`src/hw/rtl/lpp_pkg.sv`:
```
package lpp_pkg;

    localparam int BYTE_W   = 8;
    localparam int WORD_W   = 16;
    localparam int ANGLE_W  = 21;
    localparam int SUM_W    = 25;
    localparam int CFG_IDX_W = 8;

    localparam logic [CFG_IDX_W-1:0] CFG_INVERT_ANGLE = 8'd0;
    localparam logic [CFG_IDX_W-1:0] CFG_RING_SIZE    = 8'd1;

    localparam logic [WORD_W-1:0] RING_SIZE_RESET = 16'd360;

    localparam logic [BYTE_W-1:0] HEADER [4] = '{8'h55, 8'hAA, 8'h03, 8'h08};

    localparam logic signed [16:0] ANGLE_ZERO = 17'sh0A000;

    localparam logic signed [SUM_W-1:0] ANGLE_MAX = 25'sd1048575;
    localparam logic signed [SUM_W-1:0] ANGLE_MIN = -25'sd1048576;

    typedef struct packed {
        logic [WORD_W-1:0] speed;
        logic [WORD_W-1:0] start;
        logic [WORD_W-1:0] stop;
    } lpp_words_t;

    typedef struct packed {
        logic valid;
        logic full;
    } lpp_qstat_t;

    function automatic logic [ANGLE_W-1:0] clamp_angle(input logic signed [SUM_W-1:0] v);
        logic [ANGLE_W-1:0] r;
        if (v > ANGLE_MAX) begin
            r = ANGLE_MAX[ANGLE_W-1:0];
        end else if (v < ANGLE_MIN) begin
            r = ANGLE_MIN[ANGLE_W-1:0];
        end else begin
            r = v[ANGLE_W-1:0];
        end
        return r;
    endfunction

endpackage

```
`src/hw/rtl/lpp_front.sv`:
```
module lpp_front
    import lpp_pkg::*;
#(
    parameter int POINTS = 8
) (
    input  logic                   aclk,
    input  logic                   aresetn,
    input  logic                   byte_valid,
    input  logic [BYTE_W-1:0]      rx_byte,
    output logic                   push,
    output lpp_words_t             push_words,
    output logic [POINTS*16-1:0]   push_dist,
    output logic [POINTS*8-1:0]    push_inten
);

    localparam int PAYLOAD_BYTES = 8 + 3 * POINTS;
    localparam int END_OFFSET    = 4 + 3 * POINTS;
    localparam int PW            = (POINTS > 1) ? $clog2(POINTS) : 1;

    logic [1:0]        sync_reg;
    logic              in_payload_reg;
    logic [5:0]        count_reg;
    logic [PW-1:0]     pt_reg;
    logic [1:0]        part_reg;
    logic [WORD_W-1:0] speed_reg;
    logic [WORD_W-1:0] start_reg;
    logic [WORD_W-1:0] end_reg;
    logic [WORD_W-1:0] dist_reg  [POINTS];
    logic [BYTE_W-1:0] inten_reg [POINTS];

    logic in_points;
    logic last_byte;

    assign in_points = (count_reg >= 6'd4) && (count_reg < 6'(END_OFFSET));
    assign last_byte = (count_reg == 6'(PAYLOAD_BYTES - 1));
    assign push      = byte_valid && in_payload_reg && last_byte;

    always_ff @(posedge aclk) begin
        if (!aresetn) begin
            sync_reg       <= 2'd0;
            in_payload_reg <= 1'b0;
            count_reg      <= 6'd0;
            pt_reg         <= '0;
            part_reg       <= 2'd0;
        end else if (byte_valid) begin
            if (!in_payload_reg) begin
                if (rx_byte == HEADER[sync_reg]) begin
                    if (sync_reg == 2'd3) begin
                        sync_reg       <= 2'd0;
                        in_payload_reg <= 1'b1;
                        count_reg      <= 6'd0;
                        pt_reg         <= '0;
                        part_reg       <= 2'd0;
                    end else begin
                        sync_reg <= sync_reg + 2'd1;
                    end
                end else begin
                    sync_reg <= 2'd0;
                end
            end else begin
                if (last_byte) begin
                    in_payload_reg <= 1'b0;
                    count_reg      <= 6'd0;
                end else begin
                    count_reg <= count_reg + 6'd1;
                end
                if (in_points) begin
                    if (part_reg == 2'd2) begin
                        part_reg <= 2'd0;
                        pt_reg   <= pt_reg + PW'(1);
                    end else begin
                        part_reg <= part_reg + 2'd1;
                    end
                end
            end
        end
    end

    // packet data, no reset needed
    always_ff @(posedge aclk) begin
        if (byte_valid && in_payload_reg) begin
            priority if (count_reg == 6'd0) begin
                speed_reg[7:0] <= rx_byte;
            end else if (count_reg == 6'd1) begin
                speed_reg[15:8] <= rx_byte;
            end else if (count_reg == 6'd2) begin
                start_reg[7:0] <= rx_byte;
            end else if (count_reg == 6'd3) begin
                start_reg[15:8] <= rx_byte;
            end else if (in_points) begin
                if (part_reg == 2'd0) begin
                    dist_reg[pt_reg][7:0] <= rx_byte;
                end else if (part_reg == 2'd1) begin
                    dist_reg[pt_reg][15:8] <= rx_byte;
                end else begin
                    inten_reg[pt_reg] <= rx_byte;
                end
            end else if (count_reg == 6'(END_OFFSET)) begin
                end_reg[7:0] <= rx_byte;
            end else if (count_reg == 6'(END_OFFSET + 1)) begin
                end_reg[15:8] <= rx_byte;
            end
        end
    end

    assign push_words.speed = speed_reg;
    assign push_words.start = start_reg;
    assign push_words.stop  = end_reg;

    for (genvar i = 0; i < POINTS; i++) begin : g_flat
        assign push_dist[i*16 +: 16] = dist_reg[i];
        assign push_inten[i*8 +: 8]  = inten_reg[i];
    end

endmodule

```
`src/hw/rtl/lpp_queue.sv`:
```
module lpp_queue
    import lpp_pkg::*;
#(
    parameter int DATA_W = 240
) (
    input  logic              aclk,
    input  logic              aresetn,
    input  logic              push,
    input  logic [DATA_W-1:0] push_data,
    input  logic              pop,
    output lpp_qstat_t        status,
    output logic [DATA_W-1:0] head_data
);

    logic [1:0]        count_reg;
    logic [DATA_W-1:0] slot0_reg;
    logic [DATA_W-1:0] slot1_reg;

    assign status.valid = (count_reg != 2'd0);
    assign status.full  = (count_reg == 2'd2);
    assign head_data    = slot0_reg;

    always_ff @(posedge aclk) begin
        if (!aresetn) begin
            count_reg <= 2'd0;
        end else begin
            unique case ({push, pop})
                2'b10:   count_reg <= count_reg + 2'd1;
                2'b01:   count_reg <= count_reg - 2'd1;
                default: count_reg <= count_reg;
            endcase
        end
    end

    always_ff @(posedge aclk) begin
        unique case ({push, pop})
            2'b10: begin
                if (count_reg == 2'd0) begin
                    slot0_reg <= push_data;
                end else begin
                    slot1_reg <= push_data;
                end
            end
            2'b01: begin
                slot0_reg <= slot1_reg;
            end
            2'b11: begin
                if (count_reg == 2'd1) begin
                    slot0_reg <= push_data;
                end else begin
                    slot0_reg <= slot1_reg;
                    slot1_reg <= push_data;
                end
            end
            default: begin
            end
        endcase
    end

endmodule

```
`src/hw/rtl/lpp_back.sv`:
```
module lpp_back
    import lpp_pkg::*;
#(
    parameter int POINTS = 8
) (
    input  logic                      aclk,
    input  logic                      aresetn,
    input  logic                      head_valid,
    input  lpp_words_t                head_words,
    input  logic [POINTS*16-1:0]      head_dist,
    input  logic [POINTS*8-1:0]       head_inten,
    output logic                      pop,
    input  logic                      invert_angle,
    input  logic [WORD_W-1:0]         ring_size,
    output logic                      m_valid,
    input  logic                      m_ready,
    output logic signed [ANGLE_W-1:0] m_point_angle,
    output logic [WORD_W-1:0]         m_point_distance,
    output logic [BYTE_W-1:0]         m_point_intensity,
    output logic [WORD_W-1:0]         m_ring_slot,
    output logic [WORD_W-1:0]         m_speed_raw,
    output logic                      m_last_of_packet
);

    localparam int PW    = (POINTS > 1) ? $clog2(POINTS) : 1;
    localparam int LOGN  = (POINTS > 1) ? $clog2(POINTS) : 0;
    localparam int MAG_W = 23;
    localparam int ACC_W = MAG_W + 1;
    localparam int SHIFT = MAG_W + LOGN;
    localparam int MW    = SHIFT + 1;
    localparam int PR_W  = MAG_W + MW;
    localparam logic [MW-1:0] RECIP = MW'(((64'd1 << SHIFT) + 64'(POINTS) - 64'd1) / 64'(POINTS));

    localparam logic [1:0] ST_IDLE = 2'd0;
    localparam logic [1:0] ST_ABS  = 2'd1;
    localparam logic [1:0] ST_MUL  = 2'd2;
    localparam logic [1:0] ST_OUT  = 2'd3;

    logic [1:0]              state_reg;
    logic [PW-1:0]           idx_reg;
    logic signed [ACC_W-1:0] acc_reg;
    logic [MAG_W-1:0]        mag_reg;
    logic                    neg_reg;
    logic [PR_W-1:0]         prod_reg;
    logic                    neg2_reg;
    logic [WORD_W-1:0]       write_slot_reg;
    logic                    m_valid_reg;

    logic signed [16:0]        start_off;
    logic signed [16:0]        diff;
    logic signed [19:0]        base_w;
    logic signed [19:0]        span_w;
    logic signed [ACC_W-1:0]   acc_neg;
    logic [MAG_W-1:0]          quot;
    logic signed [SUM_W-1:0]   quot_s;
    logic signed [SUM_W-1:0]   sum;
    logic [ANGLE_W-1:0]        clamped;
    logic signed [SUM_W-1:0]   negated;
    logic [ANGLE_W-1:0]        angle;
    logic [WORD_W-1:0]         slot;
    logic [WORD_W:0]           slot_inc;
    logic [WORD_W-1:0]         write_slot_next;
    logic                      last_pt;
    logic                      out_load;

    assign start_off = $signed({1'b0, head_words.start}) - ANGLE_ZERO;
    assign diff      = $signed({1'b0, head_words.stop}) - $signed({1'b0, head_words.start});
    assign base_w    = {start_off, 3'b000};
    assign span_w    = {diff, 3'b000};
    assign acc_neg   = -acc_reg;

    assign quot    = prod_reg[SHIFT +: MAG_W];
    assign quot_s  = neg2_reg ? -$signed({2'b00, quot}) : $signed({2'b00, quot});
    assign sum     = $signed({{(SUM_W-20){base_w[19]}}, base_w}) + quot_s;
    assign clamped = clamp_angle(sum);
    assign negated = -$signed({{(SUM_W-ANGLE_W){clamped[ANGLE_W-1]}}, clamped});
    assign angle   = invert_angle ? clamp_angle(negated) : clamped;

    assign slot            = (write_slot_reg < ring_size) ? write_slot_reg : '0;
    assign slot_inc        = {1'b0, slot} + 17'd1;
    assign write_slot_next = (slot_inc >= {1'b0, ring_size}) ? '0 : slot_inc[WORD_W-1:0];

    assign last_pt  = (idx_reg == PW'(POINTS - 1));
    assign out_load = (state_reg == ST_OUT) && (!m_valid_reg || m_ready);
    assign pop      = out_load && last_pt;

    always_ff @(posedge aclk) begin
        if (!aresetn) begin
            state_reg      <= ST_IDLE;
            idx_reg        <= '0;
            write_slot_reg <= '0;
            m_valid_reg    <= 1'b0;
        end else begin
            unique case (state_reg)
                ST_IDLE: begin
                    if (head_valid) begin
                        idx_reg   <= '0;
                        state_reg <= ST_ABS;
                    end
                end
                ST_ABS: begin
                    state_reg <= ST_MUL;
                end
                ST_MUL: begin
                    state_reg <= ST_OUT;
                end
                ST_OUT: begin
                    if (out_load) begin
                        if (last_pt) begin
                            state_reg <= ST_IDLE;
                        end else begin
                            idx_reg   <= idx_reg + PW'(1);
                            state_reg <= ST_ABS;
                        end
                    end
                end
                default: state_reg <= ST_IDLE;
            endcase
            if (out_load) begin
                write_slot_reg <= write_slot_next;
                m_valid_reg    <= 1'b1;
            end else if (m_ready) begin
                m_valid_reg <= 1'b0;
            end
        end
    end

    // angle datapath: running span sum, magnitude, reciprocal multiply, output register load
    always_ff @(posedge aclk) begin
        if (state_reg == ST_IDLE) begin
            acc_reg <= '0;
        end else if (out_load && !last_pt) begin
            acc_reg <= acc_reg + $signed({{(ACC_W-20){span_w[19]}}, span_w});
        end
        if (state_reg == ST_ABS) begin
            mag_reg <= acc_reg[ACC_W-1] ? acc_neg[MAG_W-1:0] : acc_reg[MAG_W-1:0];
            neg_reg <= acc_reg[ACC_W-1];
        end
        if (state_reg == ST_MUL) begin
            prod_reg <= {{MW{1'b0}}, mag_reg} * {{MAG_W{1'b0}}, RECIP};
            neg2_reg <= neg_reg;
        end
        if (out_load) begin
            m_point_angle     <= angle;
            m_point_distance  <= head_dist[idx_reg*16 +: 16];
            m_point_intensity <= head_inten[idx_reg*8 +: 8];
            m_ring_slot       <= slot;
            m_speed_raw       <= head_words.speed;
            m_last_of_packet  <= last_pt;
        end
    end

    assign m_valid = m_valid_reg;

endmodule

```
`src/hw/rtl/lidar_packet_parser_top.sv`:
```
// Scan packet parser. Bytes from the sensor link enter on the s_ channel, one per
// transfer; the parser hunts for the 55 AA 03 08 header, collects speed, start angle,
// the points and end angle, skips the checksum (not checked), and queues each
// finished packet. Input bytes are taken one per cycle and stall only while two
// finished packets already wait in the queue. The output side handles one point at
// a time, by magnitude, reciprocal multiply, then rounding/clamp into the output
// register, and holds in the last step while an output waits on m_ready.
// Angles are in 1/512 degree, interpolated between start and end angle and negated
// when invert_angle is set. Config registers: index 0 invert_angle, index 1 ring_size
// (reset 360); other indices are ignored. Write them only while the block is idle.
module lidar_packet_parser_top
    import lpp_pkg::*;
#(
    parameter int POINTS_PER_PACKET = 8
) (
    input  logic                      aclk,
    input  logic                      aresetn,
    input  logic                      s_valid,
    output logic                      s_ready,
    input  logic [BYTE_W-1:0]         s_rx_byte,
    output logic                      m_valid,
    input  logic                      m_ready,
    output logic signed [ANGLE_W-1:0] m_point_angle,
    output logic [WORD_W-1:0]         m_point_distance,
    output logic [BYTE_W-1:0]         m_point_intensity,
    output logic [WORD_W-1:0]         m_ring_slot,
    output logic [WORD_W-1:0]         m_speed_raw,
    output logic                      m_last_of_packet,
    input  logic                      cfg_valid,
    output logic                      cfg_ready,
    input  logic [CFG_IDX_W-1:0]      cfg_index,
    input  logic [WORD_W-1:0]         cfg_data
);

    localparam int N      = POINTS_PER_PACKET;
    localparam int DIST_W = N * 16;
    localparam int INT_W  = N * 8;
    localparam int DATA_W = 3 * WORD_W + DIST_W + INT_W;

    logic              invert_reg;
    logic [WORD_W-1:0] ring_size_reg;

    logic              byte_xfer;
    logic              q_push;
    logic              q_pop;
    lpp_qstat_t        q_stat;
    lpp_words_t        push_words;
    lpp_words_t        head_words;
    logic [DIST_W-1:0] push_dist;
    logic [INT_W-1:0]  push_inten;
    logic [DATA_W-1:0] push_data;
    logic [DATA_W-1:0] head_data;

    assign cfg_ready = 1'b1;

    always_ff @(posedge aclk) begin
        if (!aresetn) begin
            invert_reg    <= 1'b0;
            ring_size_reg <= RING_SIZE_RESET;
        end else if (cfg_valid && cfg_ready) begin
            unique case (cfg_index)
                CFG_INVERT_ANGLE: invert_reg    <= cfg_data[0];
                CFG_RING_SIZE:    ring_size_reg <= cfg_data;
                default: begin
                end
            endcase
        end
    end

    assign s_ready   = !q_stat.full;
    assign byte_xfer = s_valid && s_ready;

    lpp_front #(
        .POINTS(N)
    ) u_front (
        .aclk      (aclk),
        .aresetn   (aresetn),
        .byte_valid(byte_xfer),
        .rx_byte   (s_rx_byte),
        .push      (q_push),
        .push_words(push_words),
        .push_dist (push_dist),
        .push_inten(push_inten)
    );

    assign push_data = {push_words, push_dist, push_inten};

    lpp_queue #(
        .DATA_W(DATA_W)
    ) u_queue (
        .aclk     (aclk),
        .aresetn  (aresetn),
        .push     (q_push),
        .push_data(push_data),
        .pop      (q_pop),
        .status   (q_stat),
        .head_data(head_data)
    );

    assign head_words = head_data[DATA_W-1 -: 3*WORD_W];

    lpp_back #(
        .POINTS(N)
    ) u_back (
        .aclk             (aclk),
        .aresetn          (aresetn),
        .head_valid       (q_stat.valid),
        .head_words       (head_words),
        .head_dist        (head_data[INT_W +: DIST_W]),
        .head_inten       (head_data[INT_W-1:0]),
        .pop              (q_pop),
        .invert_angle     (invert_reg),
        .ring_size        (ring_size_reg),
        .m_valid          (m_valid),
        .m_ready          (m_ready),
        .m_point_angle    (m_point_angle),
        .m_point_distance (m_point_distance),
        .m_point_intensity(m_point_intensity),
        .m_ring_slot      (m_ring_slot),
        .m_speed_raw      (m_speed_raw),
        .m_last_of_packet (m_last_of_packet)
    );

    a_no_overflow: assert property (@(posedge aclk) disable iff (!aresetn)
        !(q_push && q_stat.full))
        else $error("packet queue overflow");

    a_pop_valid: assert property (@(posedge aclk) disable iff (!aresetn)
        q_pop |-> q_stat.valid)
        else $error("pop from empty packet queue");

    a_ring_write: assert property (@(posedge aclk) disable iff (!aresetn)
        (cfg_valid && cfg_ready && cfg_index == CFG_RING_SIZE) |=>
            ring_size_reg == $past(cfg_data))
        else $error("ring size write lost");

endmodule

```
`config.mk`:
```
export PLATFORM = sky130hd
export DESIGN_NAME = lidar_packet_parser_top
export DESIGN_NICKNAME = d
export VERILOG_FILES = /design/src/hw/rtl/lpp_pkg.sv /design/src/hw/rtl/lpp_front.sv /design/src/hw/rtl/lpp_queue.sv /design/src/hw/rtl/lpp_back.sv /design/src/hw/rtl/lidar_packet_parser_top.sv
export SDC_FILE = /design/constraint.sdc
export NUM_CORES = 1
export LEC_CHECK = 0
export ABC_AREA = 1
export BUFFER_PORTS_ARGS = -buffer_cell sky130_fd_sc_hd__buf_4
export CORE_ASPECT_RATIO = 0.9
export CORE_MARGIN = 2
export CORE_UTILIZATION = 45
export DETAILED_ROUTE_END_ITERATION = 7
export GPL_ROUTABILITY_DRIVEN = 0
export PLACE_DENSITY = 0.64
export SLEW_MARGIN = 40
export SYNTH_ARGS = -nofsm -noshare
export SYNTH_HDL_FRONTEND = slang
export SYNTH_SLANG_ARGS = --single-unit
```
`constraint.sdc`:
```
create_clock -name aclk -period 64.3 [get_ports aclk]
set_input_delay 12.86 -clock aclk [delete_from_list [all_inputs] [get_ports aclk]]
set_output_delay 12.86 -clock aclk [all_outputs]
set_load 0.01 [all_outputs]
```
==> results of run 1 <==
==> routing by layer <==
metal | GRT usage [%] | share of wire, % | vias to the layer above | wire (um)
met5 | 0 | 0 | - | 0
met3 | 2.38 | 4.5 | 113 | 3840
li1 | - | - | 12297 | -
met4 | 5.27 | 2.1 | 0 | 1780
met2 | 31.7 | 49 | 555 | 41900
met1 | 24.9 | 45 | 11929 | 38100
==> where the power goes <==
part	total (mW)	internal (mW)	switching, mW
sequential	0.682	0.668	0.0145
combinational	0.273	0.0856	0.187
clock	0.534	0.308	0.226
total	1.49	1.06	0.427
==> through the flow <==
stage / hold WS [ns] / std cells / setup WS, ns
floorplan: 0.400 / 3545 / 31.64
global placement: 0.400 / 4713 / 46.15
detailed placement: 0.405 / 4715 / 46.41
CTS: 0.418 / 4882 / 47.07
global route: 0.423 / 4883 / 47.57
finish: 0.417 / 4883 / 47.82
==> worst max path at each step <==
stage            start                endpoint  slack (ns)  cells after the start
6_report       m_ready  u_queue.head_data[161]       47.82                     11
4_1_cts        m_ready  u_queue.head_data[161]       47.07                     11
2_1_floorplan  m_ready    u_queue.slot1_reg[0]       31.64                      8
3_3_place_gp   m_ready  u_queue.head_data[220]       46.15                     11
5_1_grt        s_valid  u_queue.head_data[161]       47.57                     14
3_5_place_dp   m_ready  u_queue.head_data[161]       46.41                     11
==> layout by cell type (no fill, tap or decap), drive strengths merged, types with 34 or more instances in the layout <==
cell,netlist,final
inv,735,737
clkinv,6,50
nand2,336,336
clkbuf,111,107
buf,9,136
a21oi,173,173
edfxtp,840,840
a31oi,34,34
nor2,378,378
xor2,69,69
dfxtp,76,76
ha,116,116
o22ai,264,264
nand3,84,84
o21ai,171,171
==> worst reg2reg max path: cells and delay by family (launching register included) <==
family,cells,cell delay [ns]
AO/OA/AOI/OAI,3,0.60
flip-flops,1,0.43
adder cells (fa/ha/maj),2,0.57
buffers and inverters,3,0.60
XOR/XNOR,1,0.28
AND/OR/NAND/NOR,27,4.03
==> cell families (layout without fill, tap and decap cells) <==
group	count (synthesis)	after routing	share of synthesized area [%]
buf+inv	861	1044	8.20
simple gates	871	871	9.36
compound gates	680	680	9.87
fa+ha+maj	119	119	3.77
other cells	1	1	0.00935
flops	916	916	66.7
xor+xnor	97	97	2.12
==> layout make-up <==
type / count / area, um^2
clock inverter: 60 / 674
fill: 7624 / 42700
tap: 1155 / 1450
sequential: 916 / 26800
clock buffer: 107 / 2350
multi-input combinational: 1768 / 10200
timing repair buffer: 136 / 1130
inverter: 741 / 2790
==> impl_metrics.toml, run 1 <==
[placed_design]
hpwl_um = 52500
placed_area_um2 = 42300
portBuffers = 116

[worst_setup_path]
cp-start-kind = "primary input"
r2r_cells = 36
worst-path-buf-inv = 6
crit_type = "primary input to register"
r2r_slack_ns = 57.56
critPathMostFrequentCell = "buf_6"
critPathTopFamily = "buffers and inverters"
cp_data_required_time_ns = 64.62
worstPathArrival_ns = 16.79
cp_slowest_cell = "buf_6"
crit_chain = "buf_4 -> nor2_1 -> nor2_4 -> clkinv_1 -> nor2_1 -> inv_1 -> a21oi_4 -> buf_6 -> buf_6 -> buf_6 -> o22ai_1"
slowest_delay_ns = 0.66
crit_path_end_kind = "register"
r2r_end = "u_back.m_point_angle[10]"
r2r_start = "u_back.prod_reg[28]"
worst-path-max-fanout = 83

[global_route]
grt_pass1_wl_um = 133000
antenna_found_initial = 2
grt_pass1_vias = 24192
gr-total-overflow = 0
grt_max_degree = 90
gr-usage-all-layers_pct = 18.5

[timing]
skew_ns = 0.0508
hold_viol_final = 0
max_slew_margin_pct = 46.6
rsz0062_at_grt = "no"
fin_crit_sh_pct = 25.6
tightestPinTransition_ns = 0.801
post-route-min-period_ns = 16.48
setup_tns_ns = 0
fmax_mhz = 60.7
report.final.slew_viol_count = 0
final-setup-viol-count = 0

[layout]
nets = 3810
drive_gt1_share_pct = 10.9
syn2layout_area_growth_pct = 13.1
final_area_um2 = 45400
diodes = 0
utilization_pct = 51.5

[cts]
cts.path.max_buffers = 3
post_cts_resized = 0
cts_tree = "yes"
clockRootBuffer = "clkbuf_16"
numCtsBuffers = 91
cts.hold.buffers_added = 0
cts_sinks = 916
clkTransAtPathRegs_ns = 0.06
cts_setup_buffers = 0
worstSkewPairLatency_ns = 0.65
cts_htree_levels = 3

[route]
routed-via-count = 24894
first_iter_violations = 1919
firstDrtPassIters = 7
routed_wl_um = 85600
via_per_inst = 5.10
antenna_left = 0
remaining_drc_errors = 0
wl_per_cell_um = 17.5

[synthesis]
async_flop_share_pct = 0
netlist_instances = 3545
synth_seq_area_share_pct = 66.7
synth_top_cell_by_area = "edfxtp_1"
synthesis.area_um2 = 40100
synth_edf_count = 840
yosysMostFrequentCell = "edfxtp_1"
netlist_top_cells_count = "840 x edfxtp_1, 724 x inv_1, 363 x nor2_1"
syn_nets = 3701
ys_types = 53
synth_warnings = 0
synthFlopType = "edfxtp_1"
avgSynthCellArea_um2 = 11.3
ys_ff_latch = 916
synthTopCellsByArea = "edfxtp_1 63%, inv_1 6.8%, o22ai_1 4.1%"
synth_top_area_share_pct = 62.9

[pwr]
finalPower_mw = 1.49
leakage_nw = 18.1
power.ir.vdd_worst_mv = 0.0245
power_density_nw_per_um2 = 32.8

[hold_path]
min_path_type = "register to register"
worstHoldStart = "u_back.mag_reg[4]"
hold_end = "u_back.prod_reg[27]"
hold_depth = 0

[die]
die_width_um = 319
start_util_pct = 45.6
coreArea_um2 = 88000
fp.dieArea_um2 = 91600
rows = 103
io_pins = 118
die_h_um = 287

[job]
max_cap_viol_count = 0

[status]
status = "finished, final reports clean"
(Power assumes the default switching activity.)
==> run 2: changes to the inputs <==
--- a/config.mk
+++ b/config.mk
@@ -12,7 +12,7 @@
 export CORE_UTILIZATION = 45
 export DETAILED_ROUTE_END_ITERATION = 7
 export GPL_ROUTABILITY_DRIVEN = 0
-export PLACE_DENSITY = 0.64
+export PLACE_DENSITY = 0.66
 export SLEW_MARGIN = 40
 export SYNTH_ARGS = -nofsm -noshare
 export SYNTH_HDL_FRONTEND = slang
==> constraint.sdc (replaced) <==
create_clock -name aclk -period 13.4 [get_ports aclk]
set_input_delay 2.68 -clock aclk [delete_from_list [all_inputs] [get_ports aclk]]
set_output_delay 2.68 -clock aclk [all_outputs]
set_load 0.01 [all_outputs]
==> run 2 against run 1 <==
Compared with the run above:
- first-iteration DRC count increased by 6.2%
- clock power increased to 4.9 times the previous value
- clock skew increased by 0.010 ns
- hold slack got worse by 0.0031 ns
- global-route usage increased by 0.053 points
- wire length decreased by 0.50%
- count of clock-buffer cells in the layout increased by 10
- total power increased to 4.9 times the previous value
- largest cell class unchanged
==> impl_metrics.toml, run 2 (synthesized netlist as in run 1, its figures left out) <==
[layout]
nets = 3814
utilization_pct = 51.7
syn2layout_area_growth_pct = 13.5
finalNonFillerCells = 4889
final_cell_mix = "840 x edfxtp_1, 720 x inv_1, 337 x nor2_1, 311 x nand2_1, 264 x o22ai_1"
layout_commonest_cell = "edfxtp_1"
drive_gt1_share_pct = 10.9
fill_cells = 7501
diodes = 0

[die]
io_pins = 118
fp.dieArea_um2 = 91600
start_util_pct = 45.6
die_h_um = 287
die_width_um = 319
coreArea_um2 = 88000
rows = 103

[pwr]
p_switching_mw = 2.06
power_density_nw_per_um2 = 159
swShare_pct = 28.5
power.ir.vdd_worst_mv = 0.127
pwr-share-comb_pct = 18.3
finalPower_mw = 7.22
power.internal_mw = 5.17
p_seq_share_pct = 45.2
clkPwrFrac_pct = 36.6
leakage_nw = 18.2

[worst_setup_path]
r2r_slack_ns = 6.88
worstPathArrival_ns = 6.86
crit_type = "register to register"
slowest_delay_ns = 0.44
cp-startpoint = "u_back.prod_reg[26]"
cp-start-kind = "register"
critPathMostFrequentCell = "nand2_1"
cp_data_required_time_ns = 13.73
cp_slowest_cell = "edfxtp_1"
r2r_end = "u_back.m_point_angle[11]"
r2r_cells = 34
crit_path_end_kind = "register"
r2r_start = "u_back.prod_reg[26]"
worst-path-max-fanout = 29

[route]
antenna_left = 0
wl_per_cell_um = 17.4
via_per_inst = 5.07
first_iter_violations = 2038
remaining_drc_errors = 0
firstDrtPassIters = 5
routed-via-count = 24791
routed_wl_um = 85200

[hold_path]
min_path_type = "register to register"
worstHoldStart = "u_back.mag_reg[19]"
hold_depth = 0
hold_end = "u_back.prod_reg[42]"

[timing]
fin_crit_sh_pct = 48.7
max_slew_margin_pct = 44.6
tightestPinTransition_ns = 0.831
hold_ws_ns = 0.414
fmax_mhz = 153
rsz0062_at_grt = "no"
post-route-min-period_ns = 6.52
skew_ns = 0.0608
report.final.slew_viol_count = 0
hold_viol_final = 0
setup_tns_ns = 0
final-setup-viol-count = 0

[placed_design]
portBuffers = 116
place_inst = 4719
hpwl_um = 52200

[cts]
clockRootBuffer = "clkbuf_16"
cts_tree = "yes"
cts_htree_levels = 3
post_cts_resized = 0
cts_setup_buffers = 0
clkTransAtPathRegs_ns = 0.06
cts.hold.buffers_added = 0
numCtsBuffers = 92
worstSkewPairLatency_ns = 0.67
cts_sinks = 916
cts.path.max_buffers = 3

[global_route]
grt_pass1_wl_um = 134000
grt_max_degree = 121
grt_pass1_vias = 24674
antenna_found_initial = 2
gr-total-overflow = 0
gr-usage-all-layers_pct = 18.6

[job]
max_cap_viol_count = 0

[status]
status = "finished, final reports clean"
==> run 2: per-stage QoR <==
stage	setup slack [ns]	cell area [um^2]
detailed placement	6.59	42400
floorplan	2.41	40100
global route	5.92	45500
global placement	6.01	42200
finish	6.88	45500
CTS	6.86	45500
==> run 2: worst max-delay path by stage <==
stage	endpoint	slack (ns)	cells past startpoint
after floorplan	u_queue.slot1_reg[0]	2.41	8
after global placement	u_queue.slot1_reg[85]	6.01	11
after detailed placement	u_queue.slot1_reg[103]	6.59	12
after CTS	u_back.m_point_angle[6]	6.86	35
after global routing	u_back.m_point_angle[15]	5.92	35
final	u_back.m_point_angle[11]	6.88	34
==> run 2: area by class of cell <==
cell class	instances	area (um^2)	share of cell area, %
sequential	916	26800	58.7
timing repair buffer	139	1200	2.63
inverter	741	2790	6.12
multi-input combinational	1768	10200	22.4
clock buffer	117	2510	5.51
clock inverter	53	646	1.42
tap	1155	1450	3.17
==> run 2: metal layers <==
| metal | vias up | GRT usage, % | share of wire [%] |
|---|---|---|---|
| met1 | 11831 | 24.4 | 45 |
| met3 | 130 | 2.42 | 4.2 |
| met4 | 2 | 5.83 | 2.4 |
| met2 | 527 | 32.2 | 49 |
| met5 | - | 0 | 0.014 |
| li1 | 12301 | - | - |
==> run 2: power by group through the flow <==
| stage | sequential [mW] | combinational (mW) | clock (mW) |
|---|---|---|---|
| floorplan | 3.31 | 0.957 | 0 |
| global placement | 3.32 | 1.31 | 0 |
| detailed placement | 3.32 | 1.33 | 0 |
| CTS | 3.26 | 1.34 | 2.69 |
| global route | 3.27 | 1.49 | 2.80 |
| finish | 3.26 | 1.32 | 2.64 |
==> run 2: critical path: cells and delay by family, from the launching register on <==
kind / cells / cell delay (ns)
xor+xnor: 1 / 0.18
flops: 1 / 0.44
buf+inv: 2 / 0.50
fa+ha+maj: 2 / 0.57
simple gates: 24 / 3.73
compound gates: 5 / 0.75
==> run 3: changes to the inputs <==
==> constraint.sdc (replaced) <==
create_clock -name aclk -period 6 [get_ports aclk]
set_input_delay 1.2 -clock aclk [delete_from_list [all_inputs] [get_ports aclk]]
set_output_delay 1.2 -clock aclk [all_outputs]
set_load 0.01 [all_outputs]
==> run 3 against run 2 <==
Compared with the run above:
- count of clock-buffer cells in the layout decreased by 7
- die area unchanged
- non-clock buffer count increased by 29
- combinational power increased by 130%
- flip-flop and latch count unchanged
- cell count increased by 0.53%
- register-to-register slack got worse by 6.4 ns
- total power increased by 120%
- hold slack got worse by 0.018 ns
- fmax increased by 17%
==> impl_metrics.toml, run 3 (synthesized netlist as in run 1, its figures left out) <==
[layout]
nets = 3842
layout_commonest_cell = "edfxtp_1"
final_area_um2 = 45900
syn2layout_area_growth_pct = 14.3
final_cell_mix = "840 x edfxtp_1, 718 x inv_1, 330 x nor2_1, 308 x nand2_1, 264 x o22ai_1"
diodes = 0
fill_cells = 7492
finalNonFillerCells = 4915
drive_gt1_share_pct = 12.2

[die]
start_util_pct = 45.6
io_pins = 118
fp.dieArea_um2 = 91600
die_h_um = 287
coreArea_um2 = 88000
rows = 103
die_width_um = 319

[worst_setup_path]
critPathMostFrequentCell = "nand2_1"
slowest_delay_ns = 0.41
cp_slowest_cell = "edfxtp_1"
cp-startpoint = "u_back.prod_reg[27]"
crit_path_end = "u_back.m_point_angle[0]"
r2r_cells = 36
worstPathArrival_ns = 5.92
cp-start-kind = "register"
crit_path_end_kind = "register"
cp_data_required_time_ns = 6.35
r2r_slack_ns = 0.43
crit_type = "register to register"
r2r_end = "u_back.m_point_angle[0]"
r2r_start = "u_back.prod_reg[27]"
worst-path-max-fanout = 28

[route]
wl_per_cell_um = 17.7
remaining_drc_errors = 0
via_per_inst = 5.10
routed_wl_um = 86900
firstDrtPassIters = 5
first_iter_violations = 1890
routed-via-count = 25090
antenna_left = 0

[placed_design]
placed_area_um2 = 42600
hpwl_um = 54500
place_inst = 4739
portBuffers = 116

[cts]
worstSkewPairLatency_ns = 0.68
cts_htree_levels = 3
clockRootBuffer = "clkbuf_16"
cts.path.max_buffers = 3
numCtsBuffers = 91
cts_tree = "yes"
cts_sinks = 916
clkTransAtPathRegs_ns = 0.06
cts.hold.buffers_added = 0

[timing]
fin_crit_sh_pct = 92.8
final-setup-viol-count = 0
report.final.slew_viol_count = 0
hold_viol_final = 0
post-route-min-period_ns = 5.57
hold_ws_ns = 0.396
max_slew_margin_pct = 45.0
setup_tns_ns = 0
tightestPinTransition_ns = 0.824
skew_ns = 0.0549
fmax_mhz = 180

[pwr]
power.ir.vdd_worst_mv = 0.247
finalPower_mw = 16.1
leakage_nw = 18.3
power_density_nw_per_um2 = 352

[status]
status = "finished, final reports clean"

[hold_path]
min_path_type = "register to register"

[global_route]
gr-usage-all-layers_pct = 18.8
grt_pass1_vias = 24542
grt_max_degree = 80
grt_pass1_wl_um = 136000
gr-total-overflow = 0
antenna_found_initial = 0

[job]
max_cap_viol_count = 0
run 3: power by group:
group	internal, mW	leakage [nW]	total (mW)	switching (mW)
Combinational	0.948	8.66	3.01	2.06
Sequential	7.16	8.18	7.32	0.158
Clock	3.33	1.48	5.81	2.47
Total	11.4	18.3	16.1	4.69
run 3: worst min path at each step:
stage	from	endpoint	slack, ns	cells after the start
6_report	u_queue.head_data[238]	u_back.m_speed_raw[14]	0.40	0
5_1_grt	u_back.mag_reg[9]	u_back.prod_reg[32]	0.41	0
4_1_cts	u_back.mag_reg[9]	u_back.prod_reg[32]	0.40	0
3_5_place_dp	u_queue.head_data[235]	u_back.m_speed_raw[11]	0.40	0
3_3_place_gp	u_back.mag_reg[22]	u_back.prod_reg[45]	0.40	0
2_1_floorplan	u_queue.head_data[224]	u_back.m_speed_raw[0]	0.40	0
run 3: area by class of cell:
type,instances,area (um^2),share of cell area (%)
Inverter,741,2790,6.08
Clock inverter,57,682,1.49
Tap cell,1155,1450,3.15
Sequential cell,916,26800,58.3
Timing Repair Buffer,168,1430,3.12
Clock buffer,110,2380,5.19
Multi-Input combinational cell,1768,10400,22.6
run 3: metrics by stage:
step                worst slack (ns)  util, %
floorplan                     -0.582        -
global placement               0.125     48.3
detailed placement          -0.00799     48.4
CTS                            0.108     51.9
global route                 -0.0716     52.1
finish                         0.429     52.1
run 3: what timing repair did:
item,in CTS,in global routing
gates cloned,0,0
buffers inserted,0,8
endpoints found under the setup margin,19,30
gates resized for setup,1,18
pin swaps,0,7
run 3: worst max-delay path, delay by kind of cell, from the launching register on:
kind | cells | cell delay (ns)
buffers and inverters | 3 | 0.52
AOI/OAI and AO/OA | 2 | 0.20
DFF | 1 | 0.41
xor gates and xnor gates | 1 | 0.17
and+or+nand+nor | 29 | 3.62
adders and majority gates | 1 | 0.38
run 3: routing by layer:
layer,up-vias,track usage (%),share of wire (%)
met5,-,0,0
met1,12048,25.0,45
met3,162,2.29,3.7
met4,0,6.69,3.0
met2,510,32.0,48
li1,12370,-,-
